<file path="src/i2cbs_pkg.sv">
// shared types, codes and constants of the i2c master bit sequencer
`timescale 1ns / 1ps

package i2cbs_pkg;

  localparam int ByteBits = 8;
  localparam int BitCntW  = $clog2(ByteBits);
  localparam int PcW      = 5;

  typedef logic [PcW-1:0]     pc_t;
  typedef logic [BitCntW-1:0] bit_cnt_t;

  // request codes
  localparam logic [2:0] REQ_START  = 3'd0;
  localparam logic [2:0] REQ_STOP   = 3'd1;
  localparam logic [2:0] REQ_WRITE  = 3'd2;
  localparam logic [2:0] REQ_WRINV  = 3'd3;
  localparam logic [2:0] REQ_ACKCLK = 3'd4;
  localparam logic [2:0] REQ_RDACK  = 3'd5;
  localparam logic [2:0] REQ_RDNACK = 3'd6;
  localparam logic [2:0] REQ_NONE   = 3'd7;

  // microprogram entry points and loop heads
  localparam pc_t PC_START  = pc_t'(0);
  localparam pc_t PC_STOP   = pc_t'(4);
  localparam pc_t PC_WRITE  = pc_t'(7);
  localparam pc_t PC_WR_BIT = pc_t'(8);
  localparam pc_t PC_ACKCLK = pc_t'(11);
  localparam pc_t PC_READ   = pc_t'(13);

  typedef enum logic [1:0] {
    SCL_KEEP,
    SCL_LO,
    SCL_HI
  } scl_sel_t;

  typedef enum logic [2:0] {
    SDA_KEEP,
    SDA_LO,
    SDA_HI,
    SDA_TX,
    SDA_ACK
  } sda_sel_t;

  typedef struct packed {
    scl_sel_t scl_sel;
    sda_sel_t sda_sel;
    logic     ack;       // flag ack_ok on this line write
    logic     rx_out;    // present the received byte
    logic     shift_in;  // sample one read bit
    logic     last;      // ends the run (when a loop, only once the count is out)
    logic     loop;      // jump to target while bits remain
    pc_t      target;
  } ctl_t;

  function automatic pc_t entry_pc(input logic [2:0] req);
    pc_t pc;
    pc = PC_START;
    unique case (req)
      REQ_START:              pc = PC_START;
      REQ_STOP:               pc = PC_STOP;
      REQ_WRITE, REQ_WRINV:   pc = PC_WRITE;
      REQ_ACKCLK:             pc = PC_ACKCLK;
      REQ_RDACK, REQ_RDNACK:  pc = PC_READ;
      default:                pc = PC_START;
    endcase
    return pc;
  endfunction

endpackage

</file>
<file path="src/i2cbs_ucode_rom.sv">
// microcode table of the i2c master bit sequencer
`timescale 1ns / 1ps

module i2cbs_ucode_rom (
  input  i2cbs_pkg::pc_t  pc,
  output i2cbs_pkg::ctl_t ctl
);

  function automatic i2cbs_pkg::ctl_t uw(
    input i2cbs_pkg::scl_sel_t scl,
    input i2cbs_pkg::sda_sel_t sda,
    input logic                ack,
    input logic                rx_out,
    input logic                shift_in,
    input logic                last,
    input logic                loop,
    input i2cbs_pkg::pc_t      target
  );
    i2cbs_pkg::ctl_t w;
    w.scl_sel  = scl;
    w.sda_sel  = sda;
    w.ack      = ack;
    w.rx_out   = rx_out;
    w.shift_in = shift_in;
    w.last     = last;
    w.loop     = loop;
    w.target   = target;
    return w;
  endfunction

  always_comb begin
    unique case (pc)
      // start: sda falls while scl high
      i2cbs_pkg::pc_t'(0):  ctl = uw(i2cbs_pkg::SCL_HI, i2cbs_pkg::SDA_KEEP, 1'b0, 1'b0, 1'b0,
                                     1'b0, 1'b0, i2cbs_pkg::PC_START);
      i2cbs_pkg::pc_t'(1):  ctl = uw(i2cbs_pkg::SCL_KEEP, i2cbs_pkg::SDA_HI, 1'b0, 1'b0, 1'b0,
                                     1'b0, 1'b0, i2cbs_pkg::PC_START);
      i2cbs_pkg::pc_t'(2):  ctl = uw(i2cbs_pkg::SCL_KEEP, i2cbs_pkg::SDA_LO, 1'b0, 1'b0, 1'b0,
                                     1'b0, 1'b0, i2cbs_pkg::PC_START);
      i2cbs_pkg::pc_t'(3):  ctl = uw(i2cbs_pkg::SCL_LO, i2cbs_pkg::SDA_KEEP, 1'b0, 1'b0, 1'b0,
                                     1'b1, 1'b0, i2cbs_pkg::PC_START);
      // stop: sda rises while scl high
      i2cbs_pkg::pc_t'(4):  ctl = uw(i2cbs_pkg::SCL_HI, i2cbs_pkg::SDA_KEEP, 1'b0, 1'b0, 1'b0,
                                     1'b0, 1'b0, i2cbs_pkg::PC_START);
      i2cbs_pkg::pc_t'(5):  ctl = uw(i2cbs_pkg::SCL_KEEP, i2cbs_pkg::SDA_LO, 1'b0, 1'b0, 1'b0,
                                     1'b0, 1'b0, i2cbs_pkg::PC_START);
      i2cbs_pkg::pc_t'(6):  ctl = uw(i2cbs_pkg::SCL_KEEP, i2cbs_pkg::SDA_HI, 1'b0, 1'b0, 1'b0,
                                     1'b1, 1'b0, i2cbs_pkg::PC_START);
      // write byte, msb first
      i2cbs_pkg::pc_t'(7):  ctl = uw(i2cbs_pkg::SCL_LO, i2cbs_pkg::SDA_KEEP, 1'b0, 1'b0, 1'b0,
                                     1'b0, 1'b0, i2cbs_pkg::PC_START);
      i2cbs_pkg::pc_t'(8):  ctl = uw(i2cbs_pkg::SCL_KEEP, i2cbs_pkg::SDA_TX, 1'b0, 1'b0, 1'b0,
                                     1'b0, 1'b0, i2cbs_pkg::PC_START);
      i2cbs_pkg::pc_t'(9):  ctl = uw(i2cbs_pkg::SCL_HI, i2cbs_pkg::SDA_KEEP, 1'b0, 1'b0, 1'b0,
                                     1'b0, 1'b0, i2cbs_pkg::PC_START);
      i2cbs_pkg::pc_t'(10): ctl = uw(i2cbs_pkg::SCL_LO, i2cbs_pkg::SDA_KEEP, 1'b0, 1'b0, 1'b0,
                                     1'b1, 1'b1, i2cbs_pkg::PC_WR_BIT);
      // ack clock
      i2cbs_pkg::pc_t'(11): ctl = uw(i2cbs_pkg::SCL_HI, i2cbs_pkg::SDA_KEEP, 1'b1, 1'b0, 1'b0,
                                     1'b0, 1'b0, i2cbs_pkg::PC_START);
      i2cbs_pkg::pc_t'(12): ctl = uw(i2cbs_pkg::SCL_LO, i2cbs_pkg::SDA_KEEP, 1'b1, 1'b0, 1'b0,
                                     1'b1, 1'b0, i2cbs_pkg::PC_START);
      // read byte, then ack or nack
      i2cbs_pkg::pc_t'(13): ctl = uw(i2cbs_pkg::SCL_LO, i2cbs_pkg::SDA_KEEP, 1'b0, 1'b0, 1'b0,
                                     1'b0, 1'b0, i2cbs_pkg::PC_START);
      i2cbs_pkg::pc_t'(14): ctl = uw(i2cbs_pkg::SCL_HI, i2cbs_pkg::SDA_KEEP, 1'b0, 1'b0, 1'b1,
                                     1'b0, 1'b1, i2cbs_pkg::PC_READ);
      i2cbs_pkg::pc_t'(15): ctl = uw(i2cbs_pkg::SCL_LO, i2cbs_pkg::SDA_KEEP, 1'b0, 1'b0, 1'b0,
                                     1'b0, 1'b0, i2cbs_pkg::PC_START);
      i2cbs_pkg::pc_t'(16): ctl = uw(i2cbs_pkg::SCL_KEEP, i2cbs_pkg::SDA_ACK, 1'b0, 1'b0, 1'b0,
                                     1'b0, 1'b0, i2cbs_pkg::PC_START);
      i2cbs_pkg::pc_t'(17): ctl = uw(i2cbs_pkg::SCL_HI, i2cbs_pkg::SDA_KEEP, 1'b0, 1'b0, 1'b0,
                                     1'b0, 1'b0, i2cbs_pkg::PC_START);
      i2cbs_pkg::pc_t'(18): ctl = uw(i2cbs_pkg::SCL_LO, i2cbs_pkg::SDA_KEEP, 1'b0, 1'b1, 1'b0,
                                     1'b1, 1'b0, i2cbs_pkg::PC_START);
      // unused addresses end the run without touching the lines
      default:              ctl = uw(i2cbs_pkg::SCL_KEEP, i2cbs_pkg::SDA_KEEP, 1'b0, 1'b0, 1'b0,
                                     1'b1, 1'b0, i2cbs_pkg::PC_START);
    endcase
  end

endmodule

</file>
<file path="src/i2c_master_bit_sequencer_core.sv">
// top level of the i2c master bit sequencer
`timescale 1ns / 1ps

// Each command word is run by a small microprogram that makes one SCL/SDA
// line write per output word, one per cycle while the output side takes them:
// start 4, stop 3, write and write inverted 25, ack clock 2, read 20 words.
// The last word of a run carries tlast. The step counter walks the microcode
// table and a 3-bit bit counter runs the byte loops. An output stall holds the
// run until the output side takes the word. The next command is taken once
// the last word of the run sits in the output register. Request code 7 is
// taken and makes no words. rx_byte shows the received byte only on the last
// word of a read; ack_ok is set on both words of an ack clock.
module i2c_master_bit_sequencer_core (
  input  logic        clk,
  input  logic        rst,
  input  logic        s_tvalid,
  output logic        s_tready,
  input  logic [15:0] s_tdata,   // tx_byte[7:0], rx_bits[15:8]
  input  logic [2:0]  s_tuser,   // req_type[2:0]
  output logic        m_tvalid,
  input  logic        m_tready,
  output logic [15:0] m_tdata,   // scl_out[0], sda_out[1], rx_byte[9:2], ack_ok[10], zero
  output logic        m_tlast    // run_last
);

  i2cbs_pkg::ctl_t     ctl;
  i2cbs_pkg::pc_t      pc;
  i2cbs_pkg::bit_cnt_t bit_cnt;
  logic                busy;
  logic                scl_level;
  logic                sda_level;
  logic [7:0]          shift_reg;
  logic [7:0]          tx_reg;
  logic [7:0]          rx_reg;
  logic [2:0]          req_reg;
  logic                scl_next;
  logic                sda_next;
  logic                step;
  logic                bits_done;
  logic                run_end;
  logic                take_in;

  i2cbs_ucode_rom u_rom (
    .pc  (pc),
    .ctl (ctl)
  );

  assign s_tready  = !busy;
  assign take_in   = s_tvalid && s_tready;
  assign step      = busy && (!m_tvalid || m_tready);
  assign bits_done = (bit_cnt == '0);
  assign run_end   = ctl.last && (!ctl.loop || bits_done);

  always_comb begin
    unique case (ctl.scl_sel)
      i2cbs_pkg::SCL_LO: scl_next = 1'b0;
      i2cbs_pkg::SCL_HI: scl_next = 1'b1;
      default:           scl_next = scl_level;
    endcase
  end

  always_comb begin
    unique case (ctl.sda_sel)
      i2cbs_pkg::SDA_LO:  sda_next = 1'b0;
      i2cbs_pkg::SDA_HI:  sda_next = 1'b1;
      i2cbs_pkg::SDA_TX:  sda_next = tx_reg[bit_cnt] ^ (req_reg == i2cbs_pkg::REQ_WRINV);
      // nack leaves sda high
      i2cbs_pkg::SDA_ACK: sda_next = (req_reg == i2cbs_pkg::REQ_RDNACK);
      default:            sda_next = sda_level;
    endcase
  end

  always_ff @(posedge clk) begin
    if (rst) begin
      busy      <= 1'b0;
      m_tvalid  <= 1'b0;
      scl_level <= 1'b1;
      sda_level <= 1'b1;
      shift_reg <= '0;
      pc        <= i2cbs_pkg::PC_START;
      bit_cnt   <= '0;
    end else begin
      if (step) begin
        m_tvalid <= 1'b1;
      end else if (m_tvalid && m_tready) begin
        m_tvalid <= 1'b0;
      end
      if (take_in && s_tuser != i2cbs_pkg::REQ_NONE) begin
        busy    <= 1'b1;
        pc      <= i2cbs_pkg::entry_pc(s_tuser);
        bit_cnt <= i2cbs_pkg::bit_cnt_t'(i2cbs_pkg::ByteBits - 1);
      end
      if (step) begin
        scl_level <= scl_next;
        sda_level <= sda_next;
        if (ctl.shift_in) begin
          shift_reg <= {shift_reg[6:0], rx_reg[bit_cnt]};
        end
        if (ctl.loop && !bits_done) begin
          bit_cnt <= bit_cnt - 1'b1;
          pc      <= ctl.target;
        end else begin
          pc <= pc + 1'b1;
        end
        // reload so a following loop in the same run counts a full byte
        if (ctl.loop && bits_done) begin
          bit_cnt <= i2cbs_pkg::bit_cnt_t'(i2cbs_pkg::ByteBits - 1);
        end
        if (run_end) begin
          busy <= 1'b0;
        end
      end
    end
  end

  // command payload and output word
  always_ff @(posedge clk) begin
    if (take_in) begin
      req_reg <= s_tuser;
      tx_reg  <= s_tdata[7:0];
      rx_reg  <= s_tdata[15:8];
    end
    if (step) begin
      m_tdata <= {5'd0, ctl.ack, (ctl.rx_out ? shift_reg : 8'd0), sda_next, scl_next};
      m_tlast <= run_end;
    end
  end

endmodule
</file>
<file path="config.mk">
export PLATFORM = sky130hd
export DESIGN_NAME = i2c_master_bit_sequencer_core
export DESIGN_NICKNAME = d
export VERILOG_FILES = /design/src/i2cbs_pkg.sv /design/src/i2cbs_ucode_rom.sv /design/src/i2c_master_bit_sequencer_core.sv
export SDC_FILE = /design/constraint.sdc
export NUM_CORES = 1
export LEC_CHECK = 0
export BUFFER_PORTS_ARGS = -buffer_cell sky130_fd_sc_hd__buf_2
export CORE_MARGIN = 1.5
export CORE_UTILIZATION = 40
export DETAILED_ROUTE_END_ITERATION = 6
export PLACE_DENSITY = 0.7
export SYNTH_ARGS = -nofsm -noshare
export SYNTH_HDL_FRONTEND = slang
export SYNTH_SLANG_ARGS = --single-unit
</file>
<file path="constraint.sdc">
create_clock -name clk -period 6.7 [get_ports clk]
set_clock_uncertainty 0.15 [all_clocks]
set_input_delay 0.335 -clock clk [delete_from_list [all_inputs] [get_ports clk]]
set_output_delay 0.335 -clock clk [all_outputs]
set_load 0.03 [all_outputs]
</file>
==> qor.yml, run 1 <==
outcome: "finished, violations left"
violations: "design-rule violations"
filler_cell_count: 574
post_cts.repair.setup_buffers: 0
worst-path-max-fanout: 24
grt_pass1_vias: 1712
synth.cell_area_sq_mm: 0.002728
max_stage_delay_ps: 860
cts_made_buffers: 9
grt_antenna_before_repair: 0
route.vias.total: 1853
post-place-ws_ps: 3616
critPathLaunchType: "register"
design.core.area_sq_mm: 0.006459
remaining_drc_errors: 2
via_per_inst: 5.234
max_slew_margin_pct: 27.14
path_class: "reg2reg"
die_width_microns: 85.58
synth_seq_area_share_pct: 56.15
route.final.wire_length_mm: 5.055
post_synth_inst_count: 235
highest-signal-layer: "met4"
timing.critical_path.arrival_ps: 3090
area_growth_syn_to_layout_pct: 14.68
cts.sinks: 61
insertion_delay_of_the_later_clocked_pin_in_the_worst_skew_pair_ps: 340
cts_resized: 0
power_per_cell_area_mw_per_mm2: 302.3
globalplace.congestion: 0.8532
critical_path.n_buffers_inverters: 0
die_area_sq_mm: 0.007323
post-route-util_pct: 48.43
holdBufCountCts: 0
floorplan.die.height_microns: 85.58
path_cells: "nor2b_2, a22o_2, o311ai_4, o31a_4, and3_4, o21bai_1, a311o_1"
ys.warnings.count: 0
m1WireLength_mm: 2.279
synthDistinctLibCells: 58
worst_slew_pin_slew_ps: 1088
drtAntennaViolNets: 0
drv_cap: 0
ys.flop_type: "edfxtp_1"
cts.clk_slew.worst_paths_ps: 70
max-vdd-ir-drop_mv: 0.1075
timing.setup.tns_ps: 0
wire_length_of_the_first_global_routing_pass_mm: 8.328
met3_routed_wl_microns: 256
placement_rows: 29
rsz0062_at_grt: "no"
hold_violations: 0
num_antenna_cells: 0
worstSetupEndpointType: "register"
timing.final.crit_share_pct: 45.10
max_freq_mhz: 331.0
top_level_ports: 42
largest_reg_flops: 11
synth_enable_flop_cells: 31
critPathTopFamily: "compound AO/OA/AOI/OAI gates"
hold_class: "in2reg"
met2RoutedLength_mm: 2.384
routed_wl_per_cell_microns: 14.28
max_flop_register: "m_tdata"
clock_tree.htree_level_count: 3
grt_start_max_net_pins: 26
synth-seq-cells: 61
cts_tree: "built"
drt-pass1-iter-count: 6
cts.path.max_buffers: 2
slew_viol_final: 0
drtIter0Drc: 136
groute.usage.overall_pct: 15.23
numPortBuffers: 36
worst-endpoint-required_ps: 6770
nets: 299
period_needed_ps: 3022
layout_cells_sized_above_1_pct: 26.71
power.leakage_nw: 1.197
crit_path_top_delay_cell: "nor2b_2"
finalWorstSetupSlack_ps: 3678
final-setup-viol-count: 0
syn-mean-instance-area_sq_um: 11.61
initial_core_util_pct: 42.23
detailedPlacementHpwl_mm: 3.596
grt_overflow: 0
cts-root-buf: "clkbuf_8"
synth_async_sr_flop_share_pct: 0
==> per-stage QoR <==
stage	area, sq um	total power [mW]	hold slack (ps)	instances
6_report	3128	0.9456	13.74	354
5_1_grt	3128	0.9888	11.27	354
4_1_cts	3128	0.9491	8.329	354
3_5_place_dp	2917	0.6091	248.5	338
3_3_place_gp	2917	0.6055	246.4	338
2_1_floorplan	2743	0.5772	235.5	239
==> metal layers <==
metal / up-vias / GRT usage, %
met2: 59 / 23.77
met3: 9 / 3.176
li1: 924 / -
met5: - / 0
met4: 0 / 8.798
met1: 861 / 19.72
==> cell families after synthesis <==
logic type      count (synthesis)  share of synthesized area (%)
fa+ha+maj                       4                          1.835
compound gates                 45                          12.98
other cells                     1                         0.1375
xor+xnor                        4                          1.285
simple gates                   85                          17.02
mux                             9                          5.184
flops                          61                          56.15
buf+inv                        26                          5.412
==> area by class of cell <==
class                      instances  area, sq um  share of cell area, %
tap                               77        96.34                  3.080
multi-input combinational        152         1064                  34.00
timing repair buffer              36        180.2                  5.760
inverter                          12        45.04                  1.440
clock inverter                     4        45.04                  1.440
clock buffer                      12        166.4                  5.320
sequential                        61         1531                  48.96
==> synth_stat cells (all sizes together) (2+ instances only) <==
master / instances / area, sq um
a211oi: 5 / 42.54
mux4: 4 / 90.09
or3: 4 / 25.02
nor2: 15 / 58.81
dfxtp: 30 / 600.6
buf: 10 / 87.58
nand2b: 2 / 27.53
a21oi: 14 / 73.82
o21ai: 5 / 25.02
a221oi: 3 / 26.28
o22ai: 2 / 12.51
nor3: 5 / 36.29
xnor2: 3 / 26.28
nor2b: 4 / 27.53
a31oi: 2 / 12.51
mux2i: 4 / 40.04
a22o: 3 / 27.53
clkbuf: 4 / 15.01
edfxtp: 31 / 930.9
and3: 4 / 31.28
nand2: 21 / 81.33
and2: 10 / 62.56
nand3: 14 / 70.07
inv: 11 / 41.29
ha: 4 / 50.05
==> report_power, final <==
group / internal (mW) / switching [mW] / total [mW] / leakage, nW
combinational: 0.0621 / 0.0947 / 0.157 / 0.542
clock: 0.203 / 0.141 / 0.344 / 0.111
sequential: 0.426 / 0.0182 / 0.445 / 0.544
total: 0.691 / 0.254 / 0.946 / 1.20
==> placed cells by master (no fill, tap or decap), types with 4 or more instances in the layout <==
master	Yosys	layout
dfxtp_1	30	30
conb_1	1	5
mux2i_1	4	4
a211oi_1	4	4
nand3_1	14	14
edfxtp_1	31	31
nor2_1	14	14
o21ai_0	5	5
clkbuf_8	0	10
nor3_1	4	4
a21oi_1	13	13
buf_2	1	36
and2_1	10	10
nand2_1	20	20
ha_1	4	4
or3_1	4	4
mux4_2	4	4
inv_1	8	8
==> final timing paths <==
| check | from | to | slack [ps] | cells after the start |
|---|---|---|---|---|
| min reg2reg | u_rom.ctl[9] | m_tdata[10] | 260 | 0 |
| max | busy | u_rom.ctl[13] | 3680 | 7 |
| max reg2reg | busy | u_rom.ctl[13] | 3680 | 7 |
| min | s_tdata[6] | tx_reg[6] | 10 | 1 |
No activity file was read; power rests on OpenSTA's default activity.
==> inputs of run 2 (changes only) <==
- clock period: 6.7 -> 2.9 ns (I/O delays scaled with it)
==> qor.yml, run 2 (same netlist as run 1, synthesis figures left out) <==
floorplan.die.height_microns: 85.58
filler_cell_count: 578
largest_reg_flops: 11
grt_pass1_vias: 1846
initial_core_util_pct: 42.23
drtAntennaViolNets: 0
r2r_start: "bit_cnt[1]"
worst_r2r_endpoint: "u_rom.ctl[6]"
numPortBuffers: 36
share_comb_of_total_power_pct: 17.7
mostFrequentLayoutCell: "buf_2"
final-setup-viol-count: 0
cts.clk_slew.worst_paths_ps: 60
cts.path.max_buffers: 2
power.leakage_nw: 1.295
nets: 322
cts_tree: "built"
gr_layer_usage_met2_pct: 25.20
timing.final.crit_share_pct: 87.19
post-place-ws_ps: 426.5
post_cts.repair.setup_buffers: 0
layout.cells.most_common_list: "36 x buf_2, 31 x edfxtp_1, 30 x dfxtp_1"
insertion_delay_of_the_later_clocked_pin_in_the_worst_skew_pair_ps: 330
design.core.area_sq_mm: 0.006459
cts_made_buffers: 9
met3_usage_pct: 4.331
crit_path_start: "bit_cnt[1]"
layout_cell_area_excl_fill_sq_mm: 0.003354
path_class: "reg2reg"
max_flop_register: "m_tdata"
max_freq_mhz: 395.5
detailedPlacementHpwl_mm: 3.550
die_width_microns: 85.58
timing.setup.tns_ps: 0
grt_start_max_net_pins: 25
cts_resized: 0
period_needed_ps: 2529
timing.critical_path.arrival_ps: 2570
hold_violations: 0
max-vdd-ir-drop_mv: 0.3137
slew_viol_final: 0
via_per_inst: 5.090
globalplace.congestion: 0.8405
ff2ff_setup_slack_ps: 370
route.final.wire_length_mm: 5.257
cts.sinks: 61
drt-pass1-iter-count: 7
grt_antenna_before_repair: 0
placement_rows: 29
holdBufCountCts: 20
worst-path-max-fanout: 9
routed_wl_per_cell_microns: 13.94
ff2ff_path_depth: 10
remaining_drc_errors: 2
hold_class: "in2reg"
internal_power_mw: 1.653
violations: "design-rule violations"
worst_slew_pin_slew_ps: 551.1
drv_cap: 0
power.clock.fraction_pct: 36.4
clock_tree.htree_level_count: 3
layout_cells_sized_above_1_pct: 25.33
area_growth_syn_to_layout_pct: 22.98
endpoint: "u_rom.ctl[6]"
power_per_cell_area_mw_per_mm2: 664.9
design_power_total_mw: 2.231
finalWorstSetupSlack_ps: 371.5
switch_share_pct: 25.90
outcome: "finished, violations left"
num_antenna_cells: 0
top_level_ports: 42
route.vias.total: 1919
seqPwrFrac_pct: 45.9
worst-endpoint-required_ps: 2940
drtIter0Drc: 112
placement.cell_area_sq_mm: 0.002939
rsz0062_at_grt: "no"
cts-root-buf: "clkbuf_8"
die_area_sq_mm: 0.007323
groute.usage.overall_pct: 15.75
grt_overflow: 0
global_route.peak_usage_layer: "met2"
grt_use_met1_pct: 19.45
critPathLaunchType: "register"
p_sw_mw: 0.5777
worstSetupEndpointType: "register"
max_slew_margin_pct: 63.09
wire_length_of_the_first_global_routing_pass_mm: 8.687
## run 2: changes by cell type in the layout (fill, tap and decap cells not counted), sizes merged
| cell | delta |
|---|---|
| buf | +3 |
| clkbuf | -1 |
| dlygate4sd3 | +20 |
| bufinv | +1 |
## run 2: stage by stage
step / cells / hold WS, ps / utilization (%)
CTS: 377 / 67.22 / 51.94
finish: 377 / 79.04 / 51.94
global route: 377 / 86.25 / 51.94
detailed placement: 341 / 173.3 / 45.51
global placement: 341 / 172.2 / 45.51
floorplan: 239 / 93.87 / -
## run 2: power groups by stage
stage / registers (mW) / clock network (mW) / logic [mW]
after global routing: 1.03 / 0.871 / 0.433
after CTS: 1.02 / 0.823 / 0.393
after floorplan: 1.06 / 0 / 0.274
after detailed placement: 1.04 / 0 / 0.371
after global placement: 1.04 / 0 / 0.363
final: 1.02 / 0.811 / 0.395
## run 2: final cells by class
class	instances	area [sq um]	share of cell area (%)
clock buffers	11	141.4	4.215
repair buffers	59	402.9	12.01
well taps	77	96.34	2.872
flip-flops and latches	61	1531	45.65
multi-input cells	152	1064	31.70
inverters	12	45.04	1.343
clock inverters	5	73.82	2.201
## run 2: critical path, stage by stage, from the launching register on
cell and delay, ps:
dfxtp_1 470, inv_1 110, ha_1 240, nand2b_4 100, nand2_2 90, o311ai_4 280, o2bb2a_4 230, clkinv_1 210
xnor2_1 180, a211oi_1 220, o22ai_1 120
## run 2: worst min path at each step
stage	cells past startpoint	slack [ps]	from	to
floorplan	0	90	s_tuser[0]	req_reg[0]
global placement	1	170	s_tdata[10]	rx_reg[2]
detailed placement	1	170	s_tdata[12]	rx_reg[4]
CTS	2	70	rst	bit_cnt[2]
global route	2	90	rst	bit_cnt[2]
finish	2	80	rst	bit_cnt[2]
## run 2: metal layers
metal	wire length, microns	part of all wire, %	vias to the layer above
met5	0	0	-
met4	123	2.3	0
met3	212	4.0	9
met2	2567	49	51
met1	2354	45	894
li1	-	-	965
==> inputs of run 3 (changes only) <==
==> constraint.sdc (replaced) <==
create_clock -name clk -period 2.9 [get_ports clk]
set_clock_uncertainty 0.15 [all_clocks]
set_input_delay 0.29 -clock clk [delete_from_list [all_inputs] [get_ports clk]]
set_output_delay 0.29 -clock clk [all_outputs]
set_load 0.03 [all_outputs]
==> qor.yml, run 3 (same netlist as run 1, synthesis figures left out) <==
outcome: "finished, violations left"
violations: "design-rule violations"
initial_core_util_pct: 42.23
clock_tree.htree_level_count: 3
final-setup-viol-count: 0
filler_cell_count: 568
globalplace.congestion: 0.9136
post-place-cells: 342
cts-root-buf: "clkbuf_8"
critPathLaunchType: "register"
cts_made_buffers: 9
worst-path-max-fanout: 9
layout_cells_sized_above_1_pct: 26.26
power_per_cell_area_mw_per_mm2: 646.8
hold_class: "in2reg"
hold_violations: 0
max_freq_mhz: 392.3
die_width_microns: 85.58
numPortBuffers: 36
detailedPlacementHpwl_mm: 3.772
drtAntennaViolNets: 0
drv_cap: 0
max-vdd-ir-drop_mv: 0.2213
drt-pass1-iter-count: 6
floorplan.die.height_microns: 85.58
rsz0062_at_grt: "no"
grt_start_max_net_pins: 25
cts.sinks: 61
drtIter0Drc: 91
power.leakage_nw: 1.265
post-place-ws_ps: 382.4
area_growth_syn_to_layout_pct: 20.83
max_flop_register: "m_tdata"
finalWorstSetupSlack_ps: 351.0
grt_overflow: 0
max_slew_margin_pct: 66.13
route.final.wire_length_mm: 5.509
top_level_ports: 42
grt_pass1_vias: 1860
design.core.area_sq_mm: 0.006459
via_per_inst: 5.201
mostFrequentLayoutCell: "buf_2"
seq_area_sq_mm: 0.001531
worstSetupEndpointType: "register"
timing.critical_path.arrival_ps: 2630
layout.cells.most_common_list: "36 x buf_2, 31 x edfxtp_1, 30 x dfxtp_1"
worst-endpoint-required_ps: 2980
cts_resized: 0
die_area_sq_mm: 0.007323
num_antenna_cells: 0
remaining_drc_errors: 2
cts.path.max_buffers: 2
groute.usage.overall_pct: 15.89
largest_reg_flops: 11
timing.setup.tns_ps: 0
slew_viol_final: 0
insertion_delay_of_the_later_clocked_pin_in_the_worst_skew_pair_ps: 330
ff2ff_path_depth: 9
worst_slew_pin_slew_ps: 505.8
route.vias.total: 1945
final_cells: 374
wire_length_of_the_first_global_routing_pass_mm: 8.963
timing.final.crit_share_pct: 87.90
grt_antenna_before_repair: 0
period_needed_ps: 2549
design_power_total_mw: 2.131
cts.clk_slew.worst_paths_ps: 70
nets: 319
path_class: "reg2reg"
placement_rows: 29
routed_wl_per_cell_microns: 14.73
hold_path_depth: 1
multiInputGateArea_sq_mm: 0.001064
cts_tree: "built"
-- run 3: worst paths after layout --
check | startpoint | end | slack [ps]
setup / recovery | bit_cnt[1] | u_rom.ctl[11] | 350
hold / removal | s_tuser[0] | req_reg[0] | 40
setup reg to reg | bit_cnt[1] | u_rom.ctl[11] | 350
hold reg to reg | u_rom.ctl[9] | m_tdata[10] | 260
-- run 3: report_power, final --
part           internal, mW  switching, mW  leakage [nW]
Sequential            0.985         0.0393         0.544
Combinational         0.164          0.233         0.628
Clock                 0.390          0.319        0.0930
-- run 3: per-layer routing --
metal,track usage [%],share of wire (%),vias up
met3,4.042,5.9,6
met4,5.865,1.2,0
met5,0,0,-
met1,19.78,43,918
li1,-,-,961
met2,26.77,50,60
-- run 3: timing repair --
item                      4_1_cts  5_1_grt
hold endpoints to repair       16        0
buffers inserted                0        0
hold buffers                   16        0
-- run 3: final cells by class --
cell class	instances	area share, %
inverters	12	1.367
clock buffers	9	3.759
flip-flops and latches	61	46.47
repair buffers	56	11.24
multi-input cells	152	32.27
clock inverters	7	1.974
well taps	77	2.923
-- run 3: stage by stage --
stage	util (%)	hold slack, ps	cell area, sq um
finish	51.03	44.21	3296
CTS	51.03	25.22	3296
global route	51.03	36.26	3296
detailed placement	45.62	245.4	2947
floorplan	-	235.5	2743
global placement	45.62	240.6	2947
-- run 3: critical path, stage by stage, from the launching register on --
cell and delay [ps]:
dfxtp_1 460, inv_1 100, ha_1 230, nand2b_4 90, nand2_2 90, o311ai_4 290
o31a_4 250, inv_2 80, or3_1 380, a221oi_1 310
